### src/hw/rtl/rk4_pkg.sv
package rk4_pkg;

    localparam int NUM_EQ   = 4;
    localparam int RF_DEPTH = 20;
    localparam int RF_AW    = 5;
    localparam int PROG_LEN = 128;
    localparam int PC_W     = 7;

    localparam logic [24:0] STEP_RESET = 25'd1678;
    localparam logic        ACT_LOAD   = 1'b0;

    localparam logic [1:0] OP_ADD  = 2'd0;
    localparam logic [1:0] OP_SUB  = 2'd1;
    localparam logic [1:0] OP_MUL  = 2'd2;
    localparam logic [1:0] OP_DIV6 = 2'd3;

    localparam logic [2:0] SRC_RF   = 3'd0;
    localparam logic [2:0] SRC_ONE  = 3'd1;
    localparam logic [2:0] SRC_QTR  = 3'd2;
    localparam logic [2:0] SRC_H    = 3'd3;
    localparam logic [2:0] SRC_HH   = 3'd4;
    localparam logic [2:0] SRC_ZERO = 3'd5;

    localparam logic [RF_AW-1:0] RA_X = 5'd0;
    localparam logic [RF_AW-1:0] RA_Y = 5'd4;
    localparam logic [RF_AW-1:0] RA_K = 5'd8;
    localparam logic [RF_AW-1:0] RA_S = 5'd12;
    localparam logic [RF_AW-1:0] RA_T = 5'd16;
    localparam logic [RF_AW-1:0] RA_U = 5'd17;
    localparam logic [RF_AW-1:0] RA_P = 5'd18;
    localparam logic [RF_AW-1:0] RA_Q = 5'd19;

    // floor(n / 6) == (n * DIV6_RECIP) >> DIV6_SHIFT for n below 2^33
    localparam logic [31:0] DIV6_RECIP = 32'd2863311531;
    localparam int          DIV6_SHIFT = 34;

    typedef struct packed {
        logic [1:0]       op;
        logic [RF_AW-1:0] dst;
        logic [2:0]       sel_a;
        logic [RF_AW-1:0] ra;
        logic [2:0]       sel_b;
        logic [RF_AW-1:0] rb;
    } instr_t;

    typedef instr_t [PROG_LEN-1:0] prog_t;

    function automatic instr_t mk(logic [1:0] op, logic [RF_AW-1:0] dst,
                                  logic [2:0] sa, logic [RF_AW-1:0] ra,
                                  logic [2:0] sb, logic [RF_AW-1:0] rb);
        instr_t r;
        r.op    = op;
        r.dst   = dst;
        r.sel_a = sa;
        r.ra    = ra;
        r.sel_b = sb;
        r.rb    = rb;
        return r;
    endfunction

    function automatic prog_t build_prog();
        prog_t            p;
        int               n;
        logic [RF_AW-1:0] b;
        logic [RF_AW-1:0] e;
        logic [2:0]       coef;
        n = 0;
        for (int st = 0; st < 4; st++)
        begin
            b = (st == 0) ? RA_X : RA_Y;
            // derivative of the point at b
            p[n] = mk(OP_SUB, RA_T, SRC_ONE, RA_T, SRC_RF, b);        n++;
            p[n] = mk(OP_SUB, RA_T, SRC_RF, RA_T, SRC_RF, b + 5'd1);  n++;
            p[n] = mk(OP_SUB, RA_T, SRC_RF, RA_T, SRC_QTR, RA_T);     n++;
            p[n] = mk(OP_SUB, RA_U, SRC_ONE, RA_U, SRC_RF, b + 5'd2); n++;
            p[n] = mk(OP_SUB, RA_U, SRC_RF, RA_U, SRC_RF, b + 5'd3);  n++;
            p[n] = mk(OP_MUL, RA_P, SRC_RF, b, SRC_RF, b + 5'd2);     n++;
            p[n] = mk(OP_MUL, RA_K, SRC_RF, RA_P, SRC_RF, RA_T);      n++;
            p[n] = mk(OP_ADD, RA_P, SRC_RF, b + 5'd1, SRC_RF, b + 5'd1); n++;
            p[n] = mk(OP_MUL, RA_P, SRC_RF, RA_P, SRC_RF, b + 5'd2);  n++;
            p[n] = mk(OP_MUL, RA_K + 5'd1, SRC_RF, RA_P, SRC_RF, RA_T); n++;
            p[n] = mk(OP_ADD, RA_P, SRC_RF, b, SRC_RF, b);            n++;
            p[n] = mk(OP_MUL, RA_P, SRC_RF, RA_P, SRC_RF, RA_U);      n++;
            p[n] = mk(OP_MUL, RA_Q, SRC_QTR, RA_Q, SRC_RF, b + 5'd2); n++;
            p[n] = mk(OP_SUB, RA_K + 5'd2, SRC_RF, RA_P, SRC_RF, RA_Q); n++;
            p[n] = mk(OP_MUL, RA_P, SRC_RF, b + 5'd1, SRC_RF, RA_U);  n++;
            p[n] = mk(OP_MUL, RA_Q, SRC_QTR, RA_Q, SRC_RF, b + 5'd3); n++;
            p[n] = mk(OP_SUB, RA_K + 5'd3, SRC_RF, RA_P, SRC_RF, RA_Q); n++;
            coef = (st == 1) ? SRC_HH : SRC_H;
            for (int i = 0; i < NUM_EQ; i++)
            begin
                e = 5'(i);
                if (st == 0)
                begin
                    p[n] = mk(OP_ADD, RA_S + e, SRC_RF, RA_K + e, SRC_ZERO, RA_K); n++;
                    p[n] = mk(OP_MUL, RA_P, SRC_HH, RA_P, SRC_RF, RA_K + e);      n++;
                    p[n] = mk(OP_ADD, RA_Y + e, SRC_RF, RA_X + e, SRC_RF, RA_P);  n++;
                end
                else if (st < 3)
                begin
                    p[n] = mk(OP_ADD, RA_P, SRC_RF, RA_K + e, SRC_RF, RA_K + e);  n++;
                    p[n] = mk(OP_ADD, RA_S + e, SRC_RF, RA_S + e, SRC_RF, RA_P);  n++;
                    p[n] = mk(OP_MUL, RA_P, coef, RA_P, SRC_RF, RA_K + e);        n++;
                    p[n] = mk(OP_ADD, RA_Y + e, SRC_RF, RA_X + e, SRC_RF, RA_P);  n++;
                end
                else
                begin
                    p[n] = mk(OP_ADD, RA_S + e, SRC_RF, RA_S + e, SRC_RF, RA_K + e); n++;
                    p[n] = mk(OP_MUL, RA_P, SRC_H, RA_P, SRC_RF, RA_S + e);        n++;
                    p[n] = mk(OP_DIV6, RA_P, SRC_RF, RA_P, SRC_ZERO, RA_P);        n++;
                    p[n] = mk(OP_ADD, RA_X + e, SRC_RF, RA_X + e, SRC_RF, RA_P);   n++;
                end
            end
        end
        return p;
    endfunction

    localparam prog_t PROG = build_prog();

endpackage

### src/hw/rtl/rk4_alu.sv
module rk4_alu #(
    parameter int FRAC_BITS = 24
) (
    input  logic [1:0]         op,
    input  logic signed [31:0] a,
    input  logic signed [31:0] b,
    output logic signed [31:0] y,
    output logic               ovf
);
    import rk4_pkg::*;

    localparam logic signed [63:0] ROUND_HALF = 64'sd1 <<< (FRAC_BITS - 1);

    logic signed [32:0] sum_w;
    logic signed [63:0] prod;
    logic signed [63:0] prod_r;
    logic signed [63:0] shifted;
    logic [32:0]        mag;
    logic [32:0]        num;
    logic [64:0]        qprod;
    logic [30:0]        quo;

    always_comb
    begin
        sum_w   = (op == OP_SUB) ? ({a[31], a} - {b[31], b}) : ({a[31], a} + {b[31], b});
        prod    = a * b;
        prod_r  = prod + ROUND_HALF;
        shifted = prod_r >>> FRAC_BITS;
        mag     = a[31] ? (33'd0 - {a[31], a}) : {1'b0, a};
        num     = mag + 33'd3;
        qprod   = 65'(num) * 65'(DIV6_RECIP);
        quo     = qprod[DIV6_SHIFT +: 31];
        y       = '0;
        ovf     = 1'b0;
        unique case (op)
            OP_ADD, OP_SUB:
            begin
                if (sum_w > 33'sh0_7FFF_FFFF)
                begin
                    y   = 32'sh7FFF_FFFF;
                    ovf = 1'b1;
                end
                else if (sum_w < -33'sh0_8000_0000)
                begin
                    y   = 32'sh8000_0000;
                    ovf = 1'b1;
                end
                else
                    y = sum_w[31:0];
            end
            OP_MUL:
            begin
                if (shifted > 64'sh7FFF_FFFF)
                begin
                    y   = 32'sh7FFF_FFFF;
                    ovf = 1'b1;
                end
                else if (shifted < -64'sh8000_0000)
                begin
                    y   = 32'sh8000_0000;
                    ovf = 1'b1;
                end
                else
                    y = shifted[31:0];
            end
            OP_DIV6:
                y = a[31] ? (32'sd0 - {1'b0, quo}) : {1'b0, quo};
            default:
                y = '0;
        endcase
    end
endmodule

### config.mk
export PLATFORM = sky130hd
export DESIGN_NAME = rk4_alu
export DESIGN_NICKNAME = d
export VERILOG_FILES = /design/src/hw/rtl/rk4_pkg.sv /design/src/hw/rtl/rk4_alu.sv
export SDC_FILE = /design/constraint.sdc
export NUM_CORES = 2
export LEC_CHECK = 0
export BUFFER_PORTS_ARGS = -buffer_cell sky130_fd_sc_hd__buf_4
export CORE_MARGIN = 8
export CORE_UTILIZATION = 67
export DETAILED_ROUTE_END_ITERATION = 7
export PLACE_DENSITY_LB_ADDON = 0.2
export REMOVE_ABC_BUFFERS = 1
export SLEW_MARGIN = 20
export SYNTH_ARGS = -nofsm -noshare
export SYNTH_HDL_FRONTEND = slang
export SYNTH_SLANG_ARGS = --single-unit
export TNS_END_PERCENT = 50
### constraint.sdc
create_clock -name vclk -period 22.2
set_input_delay 3.33 -clock vclk [all_inputs]
set_output_delay 3.33 -clock vclk [all_outputs]
set_load 0.02 [all_outputs]
==> flow_metrics.env <==
export IMPL_seq_area_frac_synth=0
export IMPL_postCtsResizedCells=0
export IMPL_final_net_count=8649
export IMPL_layout_min_cycle_time_ns=20.16
export IMPL_dieHeight_um=312
export IMPL_placement_io_buffers=99
export IMPL_final_hold_viol_count=0
export IMPL_clock_buffers=0
export IMPL_crit_required_ns=18.87
export IMPL_critical_path_most_common_cell="fa_1"
export IMPL_numSequentialCells=0
export IMPL_setup_tns_ns=0
export IMPL_drt_initial_drc_count=4634
export IMPL_finalCritPeriodShare=0.908
export IMPL_setup_worst_path_start_class="input pin"
export IMPL_core_region_area_um2=86900
export IMPL_antenna_left=0
export IMPL_grt_pass1_vias=49997
export IMPL_fp_dieArea_um2=97500
export IMPL_overflow=0
export IMPL_timing_max_cap_violations=0
export IMPL_route_vias_total=47122
export IMPL_area_delta_synth_final_pct=2.30
export IMPL_number_of_rows_in_the_core_area=108
export IMPL_gp_routability_congestion=1.05
export IMPL_top_level_pins=99
export IMPL_yosysTopAreaCell="fa_1"
export IMPL_seq_area_um2=0
export IMPL_wire_per_inst_um=24.1
export IMPL_cts_setup_buffers=0
export IMPL_synth_most_common_cell="inv_1"
export IMPL_detail_route_vias_per_cell=6.10
export IMPL_post_synth_inst_count=6738
export IMPL_slew_viol_final=0
export IMPL_timing_hold_ws_ns=7.28
export IMPL_grtUsageTotal=0.387
export IMPL_drc_errors=0
export IMPL_floorplan_initialDensity=0.677
export IMPL_dieWidth_um=312
export IMPL_postCtsHoldBufs=0
export IMPL_timing_worst_setup_path_type="input pin to primary output"
export IMPL_cpPeakStageDelay_ns=0.70
export IMPL_drtPass1Iterations=6
export IMPL_timing_slew_headroom=0.231
export IMPL_status="completed"
export IMPL_antenna_found_initial=10
export IMPL_worst_endpoint_arrival_ns=16.83
export IMPL_synth_warning_count=0
export IMPL_netlist_area_um2=58800
export IMPL_hpwlAfterDp_um=155000
export IMPL_worst_slew_pin_slew_ns=1.14
export IMPL_holdCritPathClass="input pin to primary output"
export IMPL_post_synth_main_area_contributors="fa_1, ha_1, inv_1, nand2_1, and2_1"
export IMPL_route_final_wire_length_um=186000
export IMPL_endpoint_kind="primary output"
export IMPL_synth_top_cells_by_count="inv_1, fa_1, nand2_1"
export IMPL_critical_path_slowest_cell="xor2_1"
export IMPL_grt_pass1_wl_um=290000
export IMPL_report_final_setup_viol=0
export IMPL_post_synth_cell_area_avg_um2=8.73
export IMPL_netlist_cell_type_count=90
export IMPL_maximum_number_of_pins_on_one_net_before_global_route_repair=44
export IMPL_synth_top_cell_area_share=0.497
export IMPL_grt_setup_unrepaired="false"
export IMPL_max_clock_freq_ghz=0.0496
export IMPL_layout_drive_gt1_share=0.0291
export IMPL_crit_fanout=33
cell type report:
class | instances | area, um^2
Antenna cell | 7 | 17.5
Timing Repair Buffer | 145 | 1090
Multi-Input combinational cell | 4712 | 51200
Tap cell | 1155 | 1450
Fill cell | 7106 | 26700
Inverter | 1707 | 6410
per-stage QoR:
| step | cell area (um^2) | cells | util | setup WS, ns |
|---|---|---|---|---|
| final | 60100 | 7726 | 0.692 | 2.04 |
| after global routing | 60100 | 7719 | 0.692 | 1.37 |
| after CTS | 60100 | 7719 | 0.692 | 2.29 |
| after detailed placement | 60100 | 7719 | 0.692 | 2.31 |
| after global placement | 60100 | 7719 | 0.692 | 2.53 |
| after floorplan | 57600 | 6419 | - | 4.44 |
kinds of logic (layout without fill, tap and decap cells):
| logic type | count (synthesis) | count (layout) | synth area share |
|---|---|---|---|
| and+or+nand+nor | 1688 | 1688 | 0.132 |
| AOI/OAI and AO/OA | 725 | 725 | 0.0805 |
| other | 2 | 17 | 0.000128 |
| muxes | 15 | 15 | 0.00262 |
| xor gates and xnor gates | 257 | 257 | 0.0388 |
| adders and majority gates | 2017 | 2017 | 0.616 |
| buffers and inverters | 2034 | 1852 | 0.130 |
critical path: cells and delay by family:
kind,cells,cell delay [ns]
simple gates,10,3.57
buf+inv,8,1.37
mux,1,0.37
fa+ha+maj,10,4.73
xor+xnor,2,0.94
compound gates,8,2.49
cells in the final DEF, fill, tap and decap left out, types with 18 or more instances in the layout:
cell and instances:
nor2_1 170, or4_1 23, o211ai_1 22, nand4_1 51, inv_1 1707, and3_1 18
fa_1 1461, xor2_1 100, ha_1 556, o21bai_1 21, o31ai_1 29, nand3_1 34
nand2b_1 35, nor3_1 65, xnor2_1 153, o41ai_1 18, and2_1 254, a211oi_1 30
nand2_1 938, buf_4 145, a21o_1 69, a31oi_1 19, o21ai_0 150, a21oi_1 201
o21a_1 25
final timing paths:
check  startpoint     to  slack, ns  cells after the start
max          a[0]  y[30]       2.04                     39
min         op[1]    ovf       7.28                      3
per-layer routing:
layer | track usage | part of all wire | vias to the layer above
met2 | 0.601 | 0.45 | 2789
met3 | 0.0986 | 0.12 | 591
met4 | 0.171 | 0.057 | 2
met1 | 0.516 | 0.38 | 23804
met5 | 0 | 0.000070 | -
li1 | - | - | 19936
