$ cat config.mk
export PLATFORM = sky130hd
export DESIGN_NAME = rk4_rf
export DESIGN_NICKNAME = d
export VERILOG_FILES = /design/src/hw/rtl/rk4_pkg.sv /design/src/hw/rtl/rk4_rf.sv
export SDC_FILE = /design/constraint.sdc
export NUM_CORES = 1
export LEC_CHECK = 0
export BUFFER_PORTS_ARGS = -buffer_cell sky130_fd_sc_hd__buf_2
export CORE_UTILIZATION = 60
export CTS_CLUSTER_DIAMETER = 50
export CTS_CLUSTER_SIZE = 28
export DETAILED_ROUTE_END_ITERATION = 16
export PLACE_DENSITY = 0.79
export SLEW_MARGIN = 20
export SYNTH_ARGS = -nofsm -noshare
export SYNTH_HDL_FRONTEND = slang
export SYNTH_SLANG_ARGS = --single-unit
export TNS_END_PERCENT = 20
$ cat constraint.sdc
create_clock -name clk -period 6 [get_ports clk]
set_clock_uncertainty 0.15 [all_clocks]
set_input_delay 1.2 -clock clk [delete_from_list [all_inputs] [get_ports clk]]
set_output_delay 1.2 -clock clk [all_outputs]
set_load 0.01 [all_outputs]
$ cat src/hw/rtl/rk4_pkg.sv
package rk4_pkg;

    localparam int NUM_EQ   = 4;
    localparam int RF_DEPTH = 20;
    localparam int RF_AW    = 5;
    localparam int PROG_LEN = 128;
    localparam int PC_W     = 7;

    localparam logic [24:0] STEP_RESET = 25'd1678;
    localparam logic        ACT_LOAD   = 1'b0;

    localparam logic [1:0] OP_ADD  = 2'd0;
    localparam logic [1:0] OP_SUB  = 2'd1;
    localparam logic [1:0] OP_MUL  = 2'd2;
    localparam logic [1:0] OP_DIV6 = 2'd3;

    localparam logic [2:0] SRC_RF   = 3'd0;
    localparam logic [2:0] SRC_ONE  = 3'd1;
    localparam logic [2:0] SRC_QTR  = 3'd2;
    localparam logic [2:0] SRC_H    = 3'd3;
    localparam logic [2:0] SRC_HH   = 3'd4;
    localparam logic [2:0] SRC_ZERO = 3'd5;

    localparam logic [RF_AW-1:0] RA_X = 5'd0;
    localparam logic [RF_AW-1:0] RA_Y = 5'd4;
    localparam logic [RF_AW-1:0] RA_K = 5'd8;
    localparam logic [RF_AW-1:0] RA_S = 5'd12;
    localparam logic [RF_AW-1:0] RA_T = 5'd16;
    localparam logic [RF_AW-1:0] RA_U = 5'd17;
    localparam logic [RF_AW-1:0] RA_P = 5'd18;
    localparam logic [RF_AW-1:0] RA_Q = 5'd19;

    // floor(n / 6) == (n * DIV6_RECIP) >> DIV6_SHIFT for n below 2^33
    localparam logic [31:0] DIV6_RECIP = 32'd2863311531;
    localparam int          DIV6_SHIFT = 34;

    typedef struct packed {
        logic [1:0]       op;
        logic [RF_AW-1:0] dst;
        logic [2:0]       sel_a;
        logic [RF_AW-1:0] ra;
        logic [2:0]       sel_b;
        logic [RF_AW-1:0] rb;
    } instr_t;

    typedef instr_t [PROG_LEN-1:0] prog_t;

    function automatic instr_t mk(logic [1:0] op, logic [RF_AW-1:0] dst,
                                  logic [2:0] sa, logic [RF_AW-1:0] ra,
                                  logic [2:0] sb, logic [RF_AW-1:0] rb);
        instr_t r;
        r.op    = op;
        r.dst   = dst;
        r.sel_a = sa;
        r.ra    = ra;
        r.sel_b = sb;
        r.rb    = rb;
        return r;
    endfunction

    function automatic prog_t build_prog();
        prog_t            p;
        int               n;
        logic [RF_AW-1:0] b;
        logic [RF_AW-1:0] e;
        logic [2:0]       coef;
        n = 0;
        for (int st = 0; st < 4; st++)
        begin
            b = (st == 0) ? RA_X : RA_Y;
            // derivative of the point at b
            p[n] = mk(OP_SUB, RA_T, SRC_ONE, RA_T, SRC_RF, b);        n++;
            p[n] = mk(OP_SUB, RA_T, SRC_RF, RA_T, SRC_RF, b + 5'd1);  n++;
            p[n] = mk(OP_SUB, RA_T, SRC_RF, RA_T, SRC_QTR, RA_T);     n++;
            p[n] = mk(OP_SUB, RA_U, SRC_ONE, RA_U, SRC_RF, b + 5'd2); n++;
            p[n] = mk(OP_SUB, RA_U, SRC_RF, RA_U, SRC_RF, b + 5'd3);  n++;
            p[n] = mk(OP_MUL, RA_P, SRC_RF, b, SRC_RF, b + 5'd2);     n++;
            p[n] = mk(OP_MUL, RA_K, SRC_RF, RA_P, SRC_RF, RA_T);      n++;
            p[n] = mk(OP_ADD, RA_P, SRC_RF, b + 5'd1, SRC_RF, b + 5'd1); n++;
            p[n] = mk(OP_MUL, RA_P, SRC_RF, RA_P, SRC_RF, b + 5'd2);  n++;
            p[n] = mk(OP_MUL, RA_K + 5'd1, SRC_RF, RA_P, SRC_RF, RA_T); n++;
            p[n] = mk(OP_ADD, RA_P, SRC_RF, b, SRC_RF, b);            n++;
            p[n] = mk(OP_MUL, RA_P, SRC_RF, RA_P, SRC_RF, RA_U);      n++;
            p[n] = mk(OP_MUL, RA_Q, SRC_QTR, RA_Q, SRC_RF, b + 5'd2); n++;
            p[n] = mk(OP_SUB, RA_K + 5'd2, SRC_RF, RA_P, SRC_RF, RA_Q); n++;
            p[n] = mk(OP_MUL, RA_P, SRC_RF, b + 5'd1, SRC_RF, RA_U);  n++;
            p[n] = mk(OP_MUL, RA_Q, SRC_QTR, RA_Q, SRC_RF, b + 5'd3); n++;
            p[n] = mk(OP_SUB, RA_K + 5'd3, SRC_RF, RA_P, SRC_RF, RA_Q); n++;
            coef = (st == 1) ? SRC_HH : SRC_H;
            for (int i = 0; i < NUM_EQ; i++)
            begin
                e = 5'(i);
                if (st == 0)
                begin
                    p[n] = mk(OP_ADD, RA_S + e, SRC_RF, RA_K + e, SRC_ZERO, RA_K); n++;
                    p[n] = mk(OP_MUL, RA_P, SRC_HH, RA_P, SRC_RF, RA_K + e);      n++;
                    p[n] = mk(OP_ADD, RA_Y + e, SRC_RF, RA_X + e, SRC_RF, RA_P);  n++;
                end
                else if (st < 3)
                begin
                    p[n] = mk(OP_ADD, RA_P, SRC_RF, RA_K + e, SRC_RF, RA_K + e);  n++;
                    p[n] = mk(OP_ADD, RA_S + e, SRC_RF, RA_S + e, SRC_RF, RA_P);  n++;
                    p[n] = mk(OP_MUL, RA_P, coef, RA_P, SRC_RF, RA_K + e);        n++;
                    p[n] = mk(OP_ADD, RA_Y + e, SRC_RF, RA_X + e, SRC_RF, RA_P);  n++;
                end
                else
                begin
                    p[n] = mk(OP_ADD, RA_S + e, SRC_RF, RA_S + e, SRC_RF, RA_K + e); n++;
                    p[n] = mk(OP_MUL, RA_P, SRC_H, RA_P, SRC_RF, RA_S + e);        n++;
                    p[n] = mk(OP_DIV6, RA_P, SRC_RF, RA_P, SRC_ZERO, RA_P);        n++;
                    p[n] = mk(OP_ADD, RA_X + e, SRC_RF, RA_X + e, SRC_RF, RA_P);   n++;
                end
            end
        end
        return p;
    endfunction

    localparam prog_t PROG = build_prog();

endpackage

$ cat src/hw/rtl/rk4_rf.sv
module rk4_rf (
    input  logic                         clk,
    input  logic                         we,
    input  logic [rk4_pkg::RF_AW-1:0]    waddr,
    input  logic signed [31:0]           wdata,
    input  logic [rk4_pkg::RF_AW-1:0]    raddr_a,
    input  logic [rk4_pkg::RF_AW-1:0]    raddr_b,
    output logic signed [31:0]           rdata_a,
    output logic signed [31:0]           rdata_b
);
    import rk4_pkg::*;

    logic signed [31:0] mem [RF_DEPTH];

    always_ff @(posedge clk)
    begin
        if (we)
            mem[waddr] <= wdata;
        rdata_a <= mem[raddr_a];
        rdata_b <= mem[raddr_b];
    end
endmodule

==> metrics.csv, run 1 <==
metric,value,unit
status,"complete, no violations",
syn_area_per_cell,15.7,µm²
Max clock buf depth,3,
CP Launch Type,input pin,
CP Buf/Inv Count,1,
Worst path top cell family by delay,simple AND/OR/NAND/NOR gates,
Setup TNS,0,ns
worst-path fanout max,41,
"Net Count, Synth",2039,
DRC,0,
area of placed instances,32400,µm²
row cnt,83,
Resize count post-CTS,0,
fin crit share,0.556,
Pre-Repair DR Iteration Count,5,
Avg WL per Cell,30.0,µm
port buffer count,112,
via count,19500,
Final Max Slew Viols,0,
Antenna Violating Nets Remaining,0,
VDD IR max,0.210,mV
CORE AREA,51300,µm²
IO Pins,113,
"CTS clk-pin slew, worst paths",0.09,ns
final setup fails,0,
post-CTS setup buffers,0,
"EDFF count, synth",640,
CP required,6.36,ns
number of global-route vias before repair,19500,
pre-CTS setup slack,2.12,ns
GP Congestion,0.835,
sw power,2530,µW
sequential share of power,0.543,
#FFs+latches synth,704,
Die Area,52900,µm²
worst slew margin relative to its limit,0.196,
clock root cell,clkbuf_16,
Die H,230,µm
path type of the worst setup path,input pin to flip-flop,
TritonCTS Sinks,704,
Synth Cell Area,31200,µm²
worst-skew pair later-pin latency,0.64,ns
DP HPWL,45500,µm
GRT Util Overall,0.315,
CP Capture Type,flip-flop,
largest net degree at the start of global routing,106,
sequential area share after synthesis,0.657,
CTS H-tree depth,2,
Net Sw Frac,0.250,
post-route cell area,34400,µm²
"commonest non-fill, non-tap cells in the layout","edfxtp_1, mux2i_1, o22ai_1",
Period minus WS final,3.33,ns
vias per cell,7.01,
Max-cap violations,0,
Crit path arrival time,3.70,ns
async set-reset flop share out of synthesis,0,
Int Pwr,7600,µW
Main synth FF type,edfxtp_1,
Comb pwr share,0.080,
unrepaired setup endpoints after global routing,false,
CP max stage delay,1.08,ns
CP max-delay cell,nand2b_2,
initial antenna violation count,4,
CTS tree,done,
area grow syn2layout,10.3,%
first-pass GRT wire length,122000,µm
Final WS setup,2.67,ns
cts hold-fix bufs,0,
Die W,230,µm
GR Overflow Total,0,
Syn. warnings,0,
Hold WC Path Type,flip-flop to flip-flop,
Post-Syn Instances,1990,
starting density of the core,0.608,
Pwr Density,294,nW/µm²
worst path cell trace,buf_4 > nand2b_2 > o22ai_1 > a211oi_1 > o31ai_1,
routed wire length,83300,µm
Iteration-0 DRC Markers,2712,
share of cells above drive strength 1,0.234,
portion of total power attributed to the clock network,0.378,
CTS buffer count,53,
"Distinct cells, synth",34,
fin nets,2104,
Worst-Margin Slew,1.21,ns
Fin. Hold Viols,0,
P_leak,0.0117,µW
f_max,300,MHz
"most common cell after layout, fill and taps aside",edfxtp_1,
cell type report:
class,instances,area (µm²)
antenna,1,2.50
clock buffer,60,1430
clock inverter,39,472
fill,3380,16900
multi-input combinational,1136,10100
sequential,704,20500
tap,680,851
timing repair buffer,160,1060
sequential cells by signal, summed over array words and instances (netlist names):
| register | cells |
|---|---|
| rdata_b | 32 |
| mem | 640 |
| rdata_a | 32 |
layer usage:
| metal | up-vias | track usage | routed length [µm] | part of all wire |
|---|---|---|---|---|
| li1 | 8161 | - | - | - |
| met1 | 9748 | 0.440 | 32000 | 0.38 |
| met2 | 1332 | 0.492 | 38700 | 0.46 |
| met3 | 242 | 0.0565 | 9350 | 0.11 |
| met4 | 4 | 0.125 | 3140 | 0.038 |
| met5 | - | 0 | 30 | 0.00036 |
power groups by stage:
stage	Sequential, µW	Clock (µW)	Combinational (µW)
after global placement	5600	0	770
final	5490	3820	805
after CTS	5490	3830	792
after floorplan	5610	0	466
after detailed placement	5600	0	788
after global routing	5500	4000	845
through the flow:
stage	instances	hold WS, ns	util	power, µW
finish	2780	0.490	0.671	10100
global route	2779	0.529	0.671	10300
CTS	2776	0.498	0.669	10100
detailed placement	2677	0.484	0.632	6390
global placement	2676	0.474	0.632	6370
floorplan	1990	0.438	-	6080
worst min-delay path: stages (launching register included):
cell	delay (ns)
edfxtp_1	0.35
a211oi_1	0.07
o31ai_1	0.21
Yosys cell counts, types with 3 or more instances:
cell type	n	area, µm²
edfxtp_1	640	19200
mux2i_1	316	3160
o22ai_1	187	1170
mux2_2	129	1450
nand2_1	129	484
a211oi_1	123	923
mux4_2	66	1490
dfxtp_1	64	1280
buf_2	63	315
nor2b_1	63	394
o31ai_1	62	465
clkbuf_1	60	225
nor2_1	24	90.1
buf_6	11	124
buf_4	10	75.1
nand2b_1	6	37.5
o21ai_0	5	25.0
buf_1	3	11.3
nand3_1	3	15.0
nand3b_1	3	22.5
cells by family after synthesis:
family | share of synthesized area
compound gates | 0.0844
buf+inv | 0.0255
flops | 0.657
mux | 0.196
simple gates | 0.0371
path summary, 6_finish.rpt:
path / from / end / slack (ns) / cells after the start
worst max-delay path: raddr_a[0] / rdata_a[8]$_DFF_P_ / 2.67 / 5
worst min-delay path: mem[10][29]$_DFFE_PP_ / rdata_a[29]$_DFF_P_ / 0.49 / 2
worst max register to register: mem[14][27]$_DFFE_PP_ / rdata_b[27]$_DFF_P_ / 4.24 / 3
worst min register to register: mem[10][29]$_DFFE_PP_ / rdata_a[29]$_DFF_P_ / 0.49 / 2
Power figures use the tool's default switching activity.
==> run 2, diff against run 1 <==
CORE_UTILIZATION = 56   (was 60)
PLACE_DENSITY = 0.77   (was 0.79)
clock period = 2.7 ns   (was 6 ns; I/O delays follow)
==> metrics.csv, run 2 (synthesis results as in run 1) <==
metric,value,unit
first-pass GRT wire length,124000,µm
TritonCTS Sinks,704,
Die H,238,µm
Fin. Hold Viols,0,
"most common cell after layout, fill and taps aside",edfxtp_1,
cts hold-fix bufs,0,
area grow syn2layout,13.6,%
Design Power,22500,µW
starting density of the core,0.566,
Worst-Margin Slew,1.21,ns
row cnt,86,
final setup fails,0,
"CTS clk-pin slew, worst paths",0.09,ns
Worst R2R Path Depth,3,
worst-skew pair later-pin latency,0.63,ns
path type of the worst setup path,input pin to flip-flop,
"commonest non-fill, non-tap cells in the layout","edfxtp_1, mux2i_1, o22ai_1",
Period minus WS final,1.99,ns
CTS buffer count,52,
CTS tree,done,
Max clock buf depth,3,
CORE AREA,55100,µm²
clock root cell,clkbuf_16,
Iteration-0 DRC Markers,2698,
unrepaired setup endpoints after global routing,false,
number of global-route vias before repair,19500,
worst slew margin relative to its limit,0.194,
largest registers,"mem (640), rdata_a (32), rdata_b (32)",
VDD IR max,0.473,mV
pre-CTS setup slack,0.139,ns
largest net degree at the start of global routing,54,
CP Capture Type,flip-flop,
DRC,0,
routed wire length,85500,µm
Pre-Repair DR Iteration Count,6,
f_max,501,MHz
status,"complete, no violations",
P_leak,0.0122,µW
R2R Setup Slk,0.91,ns
share of cells above drive strength 1,0.257,
Setup TNS,0,ns
area of placed instances,33600,µm²
end point of the critical path,rdata_a[18]$_DFF_P_,
Final WS setup,0.705,ns
CP required,3.08,ns
DP HPWL,49300,µm
max reg flops,640,
worst r2r dst,rdata_a[0]$_DFF_P_,
Crit path arrival time,2.38,ns
Die W,238,µm
CTS H-tree depth,2,
port buffer count,112,
Antenna Violating Nets Remaining,0,
GR Overflow Total,0,
initial antenna violation count,4,
GRT Util Overall,0.301,
Avg WL per Cell,29.3,µm
IO Pins,113,
CP Launch Type,input pin,
post-route cell area,35400,µm²
Die Area,56600,µm²
fin crit share,0.739,
Pwr Density,635,nW/µm²
post-CTS setup buffers,0,
Hold WC Path Type,input pin to flip-flop,
worst-path fanout max,26,
Max-cap violations,0,
Resize count post-CTS,0,
via count,19700,
Setup crit start,raddr_a[0],
Reg with most FFs,mem,
fin nets,2171,
GP Congestion,0.858,
Final Max Slew Viols,0,
vias per cell,6.77,
RR Startpoint,mem[15][0]$_DFFE_PP_,
## run 2: per-stage QoR
step | std cells | utilization | hold WS, ns
after floorplan | 1990 | - | 0.438
after global placement | 2816 | 0.609 | 0.473
after detailed placement | 2816 | 0.609 | 0.482
after CTS | 2912 | 0.643 | 0.128
after global routing | 2912 | 0.643 | 0.146
final | 2914 | 0.643 | 0.137
## run 2: power by group
group          internal, µW  total, µW  switching [µW]
logic                   769       1930            1160
registers             12100      12200             121
clock network          3960       8370            4410
total                 16800      22500            5690
## run 2: worst min path at each step
| stage | start | end | slack, ns | cells past startpoint |
|---|---|---|---|---|
| after floorplan | mem[10][30]$_DFFE_PP_ | rdata_a[30]$_DFF_P_ | 0.44 | 3 |
| after global placement | mem[10][27]$_DFFE_PP_ | rdata_a[27]$_DFF_P_ | 0.47 | 2 |
| after detailed placement | mem[10][26]$_DFFE_PP_ | rdata_a[26]$_DFF_P_ | 0.48 | 2 |
| after CTS | wdata[11] | mem[1][11]$_DFFE_PP_ | 0.13 | 1 |
| after global routing | wdata[11] | mem[1][11]$_DFFE_PP_ | 0.15 | 1 |
| final | wdata[24] | mem[5][24]$_DFFE_PP_ | 0.14 | 1 |
## run 2: final cells by class
cell class / count / area [µm²]
clock buffers: 55 / 1340
flip-flops and latches: 704 / 20500
fillers: 3794 / 19600
diodes: 2 / 5.00
clock inverters: 41 / 527
repair buffers: 228 / 2040
well taps: 748 / 936
multi-input cells: 1136 / 10100
## run 2: layer usage
metal | up-vias | GRT usage | part of all wire
met4 | 4 | 0.0958 | 0.031
li1 | 8272 | - | -
met3 | 206 | 0.0648 | 0.13
met5 | - | 0 | 0.00027
met1 | 9892 | 0.431 | 0.38
met2 | 1351 | 0.465 | 0.46
## run 2: worst max-delay path, cell delays in order
cell	delay [ns]
buf_4	0.49
nand2b_2	0.62
buf_4	0.30
a211oi_1	0.08
o31ai_1	0.33
